## src/mtt_pkg.sv

```systemverilog
// ----------------------------------------------------------------------------
// mtt_pkg: shared types and constants for the tone channel bank
// Holds the event codes, sequencer states and the fractional root table.
// ----------------------------------------------------------------------------
`default_nettype none
package mtt_pkg;

    localparam int CHANNELS_DEF = 8;
    localparam int CH_W = 3;
    localparam logic [13:0] BEND_CENTER = 14'd8192;
    localparam logic [4:0] RANGE_RESET = 5'd2;

    typedef enum logic [1:0] {
        OP_TICK = 2'd0,
        OP_NOTE_ON = 2'd1,
        OP_NOTE_OFF = 2'd2,
        OP_BEND = 2'd3
    } op_t;

    typedef enum logic [2:0] {
        ST_IDLE,
        ST_EXEC,
        ST_MUL,
        ST_SCALE,
        ST_DONE
    } state_t;

    // Start request and result from the period unit.
    typedef struct packed {
        logic        start;
        logic [15:0] base;
        logic [13:0] bend;
        logic [4:0]  range;
    } bp_req_t;

    typedef struct packed {
        logic        done;
        logic [15:0] period;
    } bp_rsp_t;

    // Q30 values of 2^(2^(k-12)) for fractional bit k.
    function automatic logic [31:0] root_const(input logic [3:0] k);
        logic [31:0] r;
        begin
            case (k)
                4'd0: r = 32'd1073923544;
                4'd1: r = 32'd1074105294;
                4'd2: r = 32'd1074468888;
                4'd3: r = 32'd1075196443;
                4'd4: r = 32'd1076653033;
                4'd5: r = 32'd1079572136;
                4'd6: r = 32'd1085434106;
                4'd7: r = 32'd1097253708;
                4'd8: r = 32'd1121280440;
                4'd9: r = 32'd1170923762;
                4'd10: r = 32'd1276901417;
                4'd11: r = 32'd1518500250;
                default: r = 32'd1073741824;
            endcase
            return r;
        end
    endfunction

endpackage
`default_nettype wire

```

## src/mtt_period.sv

```systemverilog
// ----------------------------------------------------------------------------
// mtt_period: bent period unit
// Works out the bent half-period with one shared 32x32 multiplier,
// one fractional root bit per cycle, then base scaling and saturation.
// ----------------------------------------------------------------------------
`default_nettype none
module mtt_period (
    input  wire logic            clk,
    input  wire logic            rst_n,
    input  wire mtt_pkg::bp_req_t req,
    output mtt_pkg::bp_rsp_t     rsp
);

    logic        busy_reg, busy_next;
    logic [1:0]  phase_reg, phase_next;
    logic [3:0]  k_reg, k_next;
    logic [11:0] f_reg, f_next;
    logic signed [7:0] q_reg, q_next;
    logic [31:0] m_reg, m_next;
    logic [15:0] base_reg, base_next;
    logic [15:0] per_reg, per_next;
    logic        done_reg, done_next;

    // Exponent split: n = range*(8192-bend), e = floor(n/24).
    logic signed [15:0] bend_diff;
    logic signed [21:0] n_val;
    logic signed [21:0] n_off;
    logic [16:0]        e_div8;
    logic [34:0]        e_mul;
    logic [16:0]        e_pos;
    logic signed [18:0] e_val;
    logic [63:0]        prod;
    logic [15:0]        sat;
    logic [63:0]        shifted;

    assign bend_diff = $signed({2'b00, mtt_pkg::BEND_CENTER}) - $signed({2'b00, req.bend});
    assign n_val = $signed({17'd0, req.range}) * $signed({{6{bend_diff[15]}}, bend_diff});
    assign n_off = n_val + 22'sd480000;

    // The offset value is positive and below 2^20, so dividing by 24 is a shift
    // by 3 and a divide by 3 done as a multiply by ceil(2^18/3), exact here.
    assign e_div8 = 17'(n_off[21:3]);
    assign e_mul = 35'(e_div8) * 35'd87382;
    assign e_pos = e_mul[34:18];
    assign e_val = $signed({2'b00, e_pos}) - 19'sd20000;

    // Shared multiplier: root step or base scaling.
    always_comb
    begin
        if (phase_reg == 2'd1)
            prod = 64'(m_reg) * 64'(mtt_pkg::root_const(k_reg));
        else
            prod = 64'(m_reg) * 64'(base_reg);
    end

    always_comb
    begin
        if (q_reg >= 0)
            shifted = prod << q_reg[3:0];
        else
            shifted = prod >> (-q_reg);
        if (q_reg > 8'sd16)
            sat = (prod == 64'd0) ? 16'd1 : 16'hFFFF;
        else if (shifted[63:30] == 34'd0)
            sat = 16'd1;
        else if (shifted[63:46] != 18'd0)
            sat = 16'hFFFF;
        else
            sat = shifted[45:30];
    end

    always_comb
    begin
        busy_next = busy_reg;
        phase_next = phase_reg;
        k_next = k_reg;
        f_next = f_reg;
        q_next = q_reg;
        m_next = m_reg;
        base_next = base_reg;
        per_next = per_reg;
        done_next = 1'b0;
        if (!busy_reg)
        begin
            if (req.start)
            begin
                busy_next = 1'b1;
                phase_next = 2'd1;
                k_next = 4'd11;
                f_next = e_val[11:0];
                q_next = {e_val[18], e_val[18:12]};
                m_next = 32'h4000_0000;
                base_next = req.base;
            end
        end
        else if (phase_reg == 2'd1)
        begin
            if (f_reg[k_reg])
                m_next = prod[61:30];
            if (k_reg == 4'd0)
                phase_next = 2'd2;
            else
                k_next = k_reg - 4'd1;
        end
        else
        begin
            per_next = sat;
            done_next = 1'b1;
            busy_next = 1'b0;
            phase_next = 2'd0;
        end
    end

    always_ff @(posedge clk or negedge rst_n)
    begin
        if (!rst_n)
        begin
            busy_reg <= 1'b0;
            phase_reg <= 2'd0;
            done_reg <= 1'b0;
        end
        else
        begin
            busy_reg <= busy_next;
            phase_reg <= phase_next;
            done_reg <= done_next;
        end
    end

    always_ff @(posedge clk)
    begin
        k_reg <= k_next;
        f_reg <= f_next;
        q_reg <= q_next;
        m_reg <= m_next;
        base_reg <= base_next;
        per_reg <= per_next;
    end

    assign rsp.done = done_reg;
    assign rsp.period = per_reg;

endmodule
`default_nettype wire

```

## config.mk

```make
export PLATFORM = sky130hd
export DESIGN_NAME = mtt_period
export DESIGN_NICKNAME = d
export VERILOG_FILES = /design/src/mtt_pkg.sv /design/src/mtt_period.sv
export SDC_FILE = /design/constraint.sdc
export NUM_CORES = 2
export LEC_CHECK = 0
export BUFFER_PORTS_ARGS = -buffer_cell sky130_fd_sc_hd__buf_2
export CAP_MARGIN = 20
export CORE_MARGIN = 2
export CORE_UTILIZATION = 58
export DETAILED_ROUTE_END_ITERATION = 7
export HOLD_SLACK_MARGIN = 0.1
export PLACE_DENSITY = 0.87
export SLEW_MARGIN = 5
export SYNTH_ARGS = -nofsm -noshare
export SYNTH_HDL_FRONTEND = slang
export SYNTH_SLANG_ARGS = --single-unit
```

## constraint.sdc

```tcl
create_clock -name clk -period 8.7 [get_ports clk]
set_input_delay 1.305 -clock clk [delete_from_list [all_inputs] [get_ports clk]]
set_output_delay 1.305 -clock clk [all_outputs]
set_load 0.005 [all_outputs]
```

# Word level (Yosys, flattened, before mapping)
# Memory sizes are Yosys's and may differ from the RTL's. A register that Yosys moved wholly into a read port is not among the register bits.
# Cells that the tools add are included.
# classes
add_sub_neg,5
multipliers,4
order_cmp,3
eq_ne,5
shift,2
n_mux,27
bitwise_logic,2
n_reduce_logical,10
# op_table
op,count
$mux W32,5
$mux W64,2
$logic_not A64 Y1,1
$mul A32 B32 Y64,1
$mux W16,4
$shl A64 B4 Y64,1
$shr A64 B8 Y64,1
$mul A32 B16 Y48,1
$logic_not A34 Y1,1
$mul A17 B16 Y33 const B,1
$add A20 B20 Y20 const B,1
$mul A6 B15 Y20,1
$mux W4,5
$reduce_bool A18 Y1,1
$sub A16 B15 Y17 const B,1
$sub A14 B14 Y15 const A,1
$mux W2,4
$neg A5 Y8,1
$gt A5 B6 Y1 const B,1
$mux W1,6
$reduce_and A2 Y1,3
$reduce_and A3 Y1,2
$ge A5 B1 Y1 const B,1
$lt A4 B5 Y1 const B,1
9 further kinds,11
# totals
regBits,89
rom_bits,464
in_bits,38
n_memories,1
# memory_table
memory,words,width,read_ports,rd_ports_with_merged_regs,wr,line,rtl
(no name shown),16,29,1,1,0,mtt_pkg.sv:45,case (k)

# Logic depth before layout (Yosys ltp)
# logic_depth
ltp_word,10
depth_mapped,56
mapped_depth_nobuf,55

# Worst setup path before layout
# Ideal clock, no wire load.
# synth_path
path_type,input -> register
from,in req[5] (netlist name)
to,"reg q_reg[1], data pin"
arrival_ns,12.185
required_time_ns,8.440
path_slack_ns,-3.745
stages,52
path_buffers,1
path_cell_list,nor4_1 nand2b_1 xor2_1 nand2_1 fa_1 inv_1 fa_1 inv_1 fa_1 inv_1 ha_1 ha_1 nor2b_1 o21ai_0 a21boi_0 o21ai_0 a21boi_0 o21ai_0 [16 not listed] ha_1 and4_1 o21ai_0 a31o_2 o311a_1 o21bai_1 a2111oi_0 nor2_1 a21oi_1 nor2b_1 o21bai_1 ha_1 o21ai_0 a311oi_1 a21oi_1 o22ai_1 a21oi_1 xnor2_1
# synth_between
elab_chain_cells,5
# synth_rtl
item,line,rtl
"start, declared",mtt_period.sv:10,"input wire mtt_pkg::bp_req_t req,"
$sub A14 B14 Y15,mtt_period.sv:36,"assign bend_diff = $signed({2'b00, mtt_pkg::BEND_CENTER}) - $signed({2'b00, req.bend});"
$mul A6 B15 Y20,mtt_period.sv:37,"assign n_val = $signed({17'd0, req.range}) * $signed({{6{bend_diff[15]}}, bend_diff});"
$add A20 B20 Y20,mtt_period.sv:38,assign n_off = n_val + 22'sd480000;
$mul A17 B16 Y33,mtt_period.sv:43,assign e_mul = 35'(e_div8) * 35'd87382;
$sub A16 B15 Y17,mtt_period.sv:45,"assign e_val = $signed({2'b00, e_pos}) - 19'sd20000;"
named net e_val[13],mtt_period.sv:31,logic signed [18:0] e_val;
"end signal, assigned",mtt_period.sv:134,q_reg <= q_next;
"end, declared",mtt_period.sv:18,"logic signed [7:0] q_reg, q_next;"
# The timed path passes the listed nets, and every way through them passes these cells.
# A chain may end at the register's enable or synchronous reset.

# Worst setup path in the final report
# layout_path
from,in req[8] (netlist name)
to,"reg f_reg[11], data pin"
# layout_between
elab_chain_cells,5
# layout_rtl
item,line,rtl
$sub A14 B14 Y15,mtt_period.sv:36,
$mul A6 B15 Y20,mtt_period.sv:37,
$add A20 B20 Y20,mtt_period.sv:38,
$mul A17 B16 Y33,mtt_period.sv:43,
$sub A16 B15 Y17,mtt_period.sv:45,
named net e_val[11],mtt_period.sv:31,
"end signal, assigned",mtt_period.sv:133,f_reg <= f_next;
"end, declared",mtt_period.sv:17,"logic [11:0] f_reg, f_next;"
# The timed path passes the listed nets, and every way through them passes these cells.

==> out/metrics.yaml <==
wl_met3_um: 20880
async_flop_share: 0.03390
setup_viol: 33
crit_arrival_ps: 11690
cts.clk_slew.worst_paths_ps: 70
cpPeakStageDelay_ps: 550
yosysSeqAreaShare: 0.04723
hp-class: "reg2reg"
period_share: 1.319
drive_above_1_share: 0.2115
dp_hpwl_um: 183000
cts_max_path_buffers: 2
highest_layer: "met5"
fmax_mhz: 87.14
layout_commonest_cell: "inv_1"
root_buffer: "clkbuf_16"
synth_top_flop_cell: "edfxtp_1"
clock_latency_ps: 470
final_cell_mix: "inv_1 (1552), fa_1 (1353), and2_1 (1334), buf_4 (1177), ha_1 (544)"
wl_per_cell_um: 22.58
critPathMaxFanout: 6
nFillCells: 8096
drc: 3
rsz0062_at_grt: "yes"
period_minus_slack_ps: 11480
port_buffers: 54
grt_max_degree: 66
syn2layout_area_growth_pct: 20.70
setup_tns_ps: -51890
num-nets-final: 10680
ys.warnings.count: 0
cts_tree: "built"
synth_area_mm2: 0.06845
relSlewSlack: 0.2521
die_h_um: 347.5
cts_num_sinks: 118
grt_pass1_vias: 66880
drt_first_iter_violations: 6203
syn-num-nets: 9750
cpMaxStageDelayCell: "fa_1"
boundaryPins: 55
grt_pass1_wl_um: 356900
ant_nets: 0
cts_inserted_buffers: 17
fin_skew_ps: 13.67
coreArea_mm2: 0.1176
vias_per_cell: 6.040
synth_seq_cells: 118
crit_type: "in2reg"
cp-start-kind: "primary input"
syn_inst: 7748
grt_overflow_total: 0
synth_cell_types: 125
drv_cap: 0
wl_met2_um: 109500
worstPathRequired_ps: 8920
failed_checks: "design-rule violations, negative setup slack"
row_count: 126
end_kind: "flip-flop"
cp_common_cell: "fa_1"
grt.total_usage: 0.3782
start_util: 0.5820
vias: 61800
synth_edf_count: 85
avgSynthCellArea_um2: 8.835
hold_viol: 0
tightest_slew_ps: 1114
r2r_setup_slack_ps: -1190
wl_met1_um: 78180
layout_setup_ws_ps: -2776
first_pass_iters: 8
antenna_found_initial: 8
drv_slew: 0
dieWidth_um: 347.5
routed_wl_um: 231100
place_congestion: 1.046
dieArea_mm2: 0.1208
htree_num_levels: 4
outcome: "complete, but fails checks"
==> synthesized netlist by cell type, drive strengths merged (76+ instances only) <==
| cell | number | area share |
|---|---|---|
| inv | 1574 | 0.086 |
| fa | 1389 | 0.41 |
| and2 | 1347 | 0.12 |
| ha | 575 | 0.11 |
| nand2 | 459 | 0.025 |
| clkbuf | 361 | 0.020 |
| nor2 | 246 | 0.014 |
| a21oi | 231 | 0.018 |
| o21ai | 188 | 0.014 |
| nand3 | 90 | 0.0067 |
| nor3 | 90 | 0.0067 |
| edfxtp | 85 | 0.037 |
| xnor2 | 79 | 0.010 |
| nand4 | 76 | 0.0071 |
==> worst paths after layout <==
| check | from | endpoint | cells past startpoint |
|---|---|---|---|
| setup / recovery | req[8] | f_reg[11] | 50 |
| hold / removal | phase_reg[0] | phase_reg[0] | 2 |
| setup reg to reg | m_reg[8] | per_reg[0] | 32 |
| hold reg to reg | phase_reg[0] | phase_reg[0] | 2 |
| max in group asynchronous | rst_n | phase_reg[1] | 1 |
| min in group asynchronous | rst_n | busy_reg | 1 |
==> repair_timing <==
action,4_1_cts,5_1_grt
hold buffers,0,0
setup endpoints to repair,33,33
pin swaps,179,150
setup buffers,55,39
resized for setup,228,198
cloned,3,2
==> metrics by stage <==
stage	hold slack [ps]	utilization	setup WS [ps]	area [um2]	cells
2_1_floorplan	523.2	-	-2942	68730	7748
3_3_place_gp	578.1	0.6729	-3455	79140	10100
3_5_place_dp	581.9	0.6729	-3672	79140	10100
4_1_cts	603.0	0.6911	-2744	81270	10190
5_1_grt	632.3	0.7025	-3317	82610	10230
6_report	602.9	0.7025	-2776	82620	10230
==> worst max-delay path: cells and delay by family <==
family | cells | cell delay, ps
xor+xnor | 3 | 490
fa+ha+maj | 12 | 4950
buf+inv | 7 | 590
simple gates | 10 | 1280
compound gates | 18 | 3000
==> cells by family (layout without fill, tap and decap cells) <==
group / count (synthesis) / in the layout / synth area share
fa+ha+maj: 1964 / 1964 / 0.5113
mux: 73 / 73 / 0.01386
other cells: 0 / 2 / 0
simple gates: 2534 / 2534 / 0.2048
buf+inv: 2004 / 2949 / 0.1115
compound gates: 936 / 937 / 0.09584
xor+xnor: 119 / 119 / 0.01545
flops: 118 / 118 / 0.04723
==> metal layers <==
| metal | vias to the layer above | track usage |
|---|---|---|
| li1 | 26070 | - |
| met1 | 30420 | 0.4363 |
| met2 | 3888 | 0.6305 |
| met3 | 1411 | 0.06150 |
| met4 | 6 | 0.2948 |
| met5 | - | 0 |
==> cell type report <==
type,instances,area (um2),area share
multi-input cells,5627,59800,0.7238
repair buffers,1341,11130,0.1347
inverters,1576,5916,0.07160
flip-flops and latches,118,3241,0.03922
well taps,1536,1922,0.02326
clock buffers,21,504.2,0.006103
clock inverters,11,107.6,0.001302
diodes,2,5.005,0.00006058
Power is left out: the tool's default activity adds up to more than one toggle a clock period on the data nets, which glitch-free logic cannot reach.
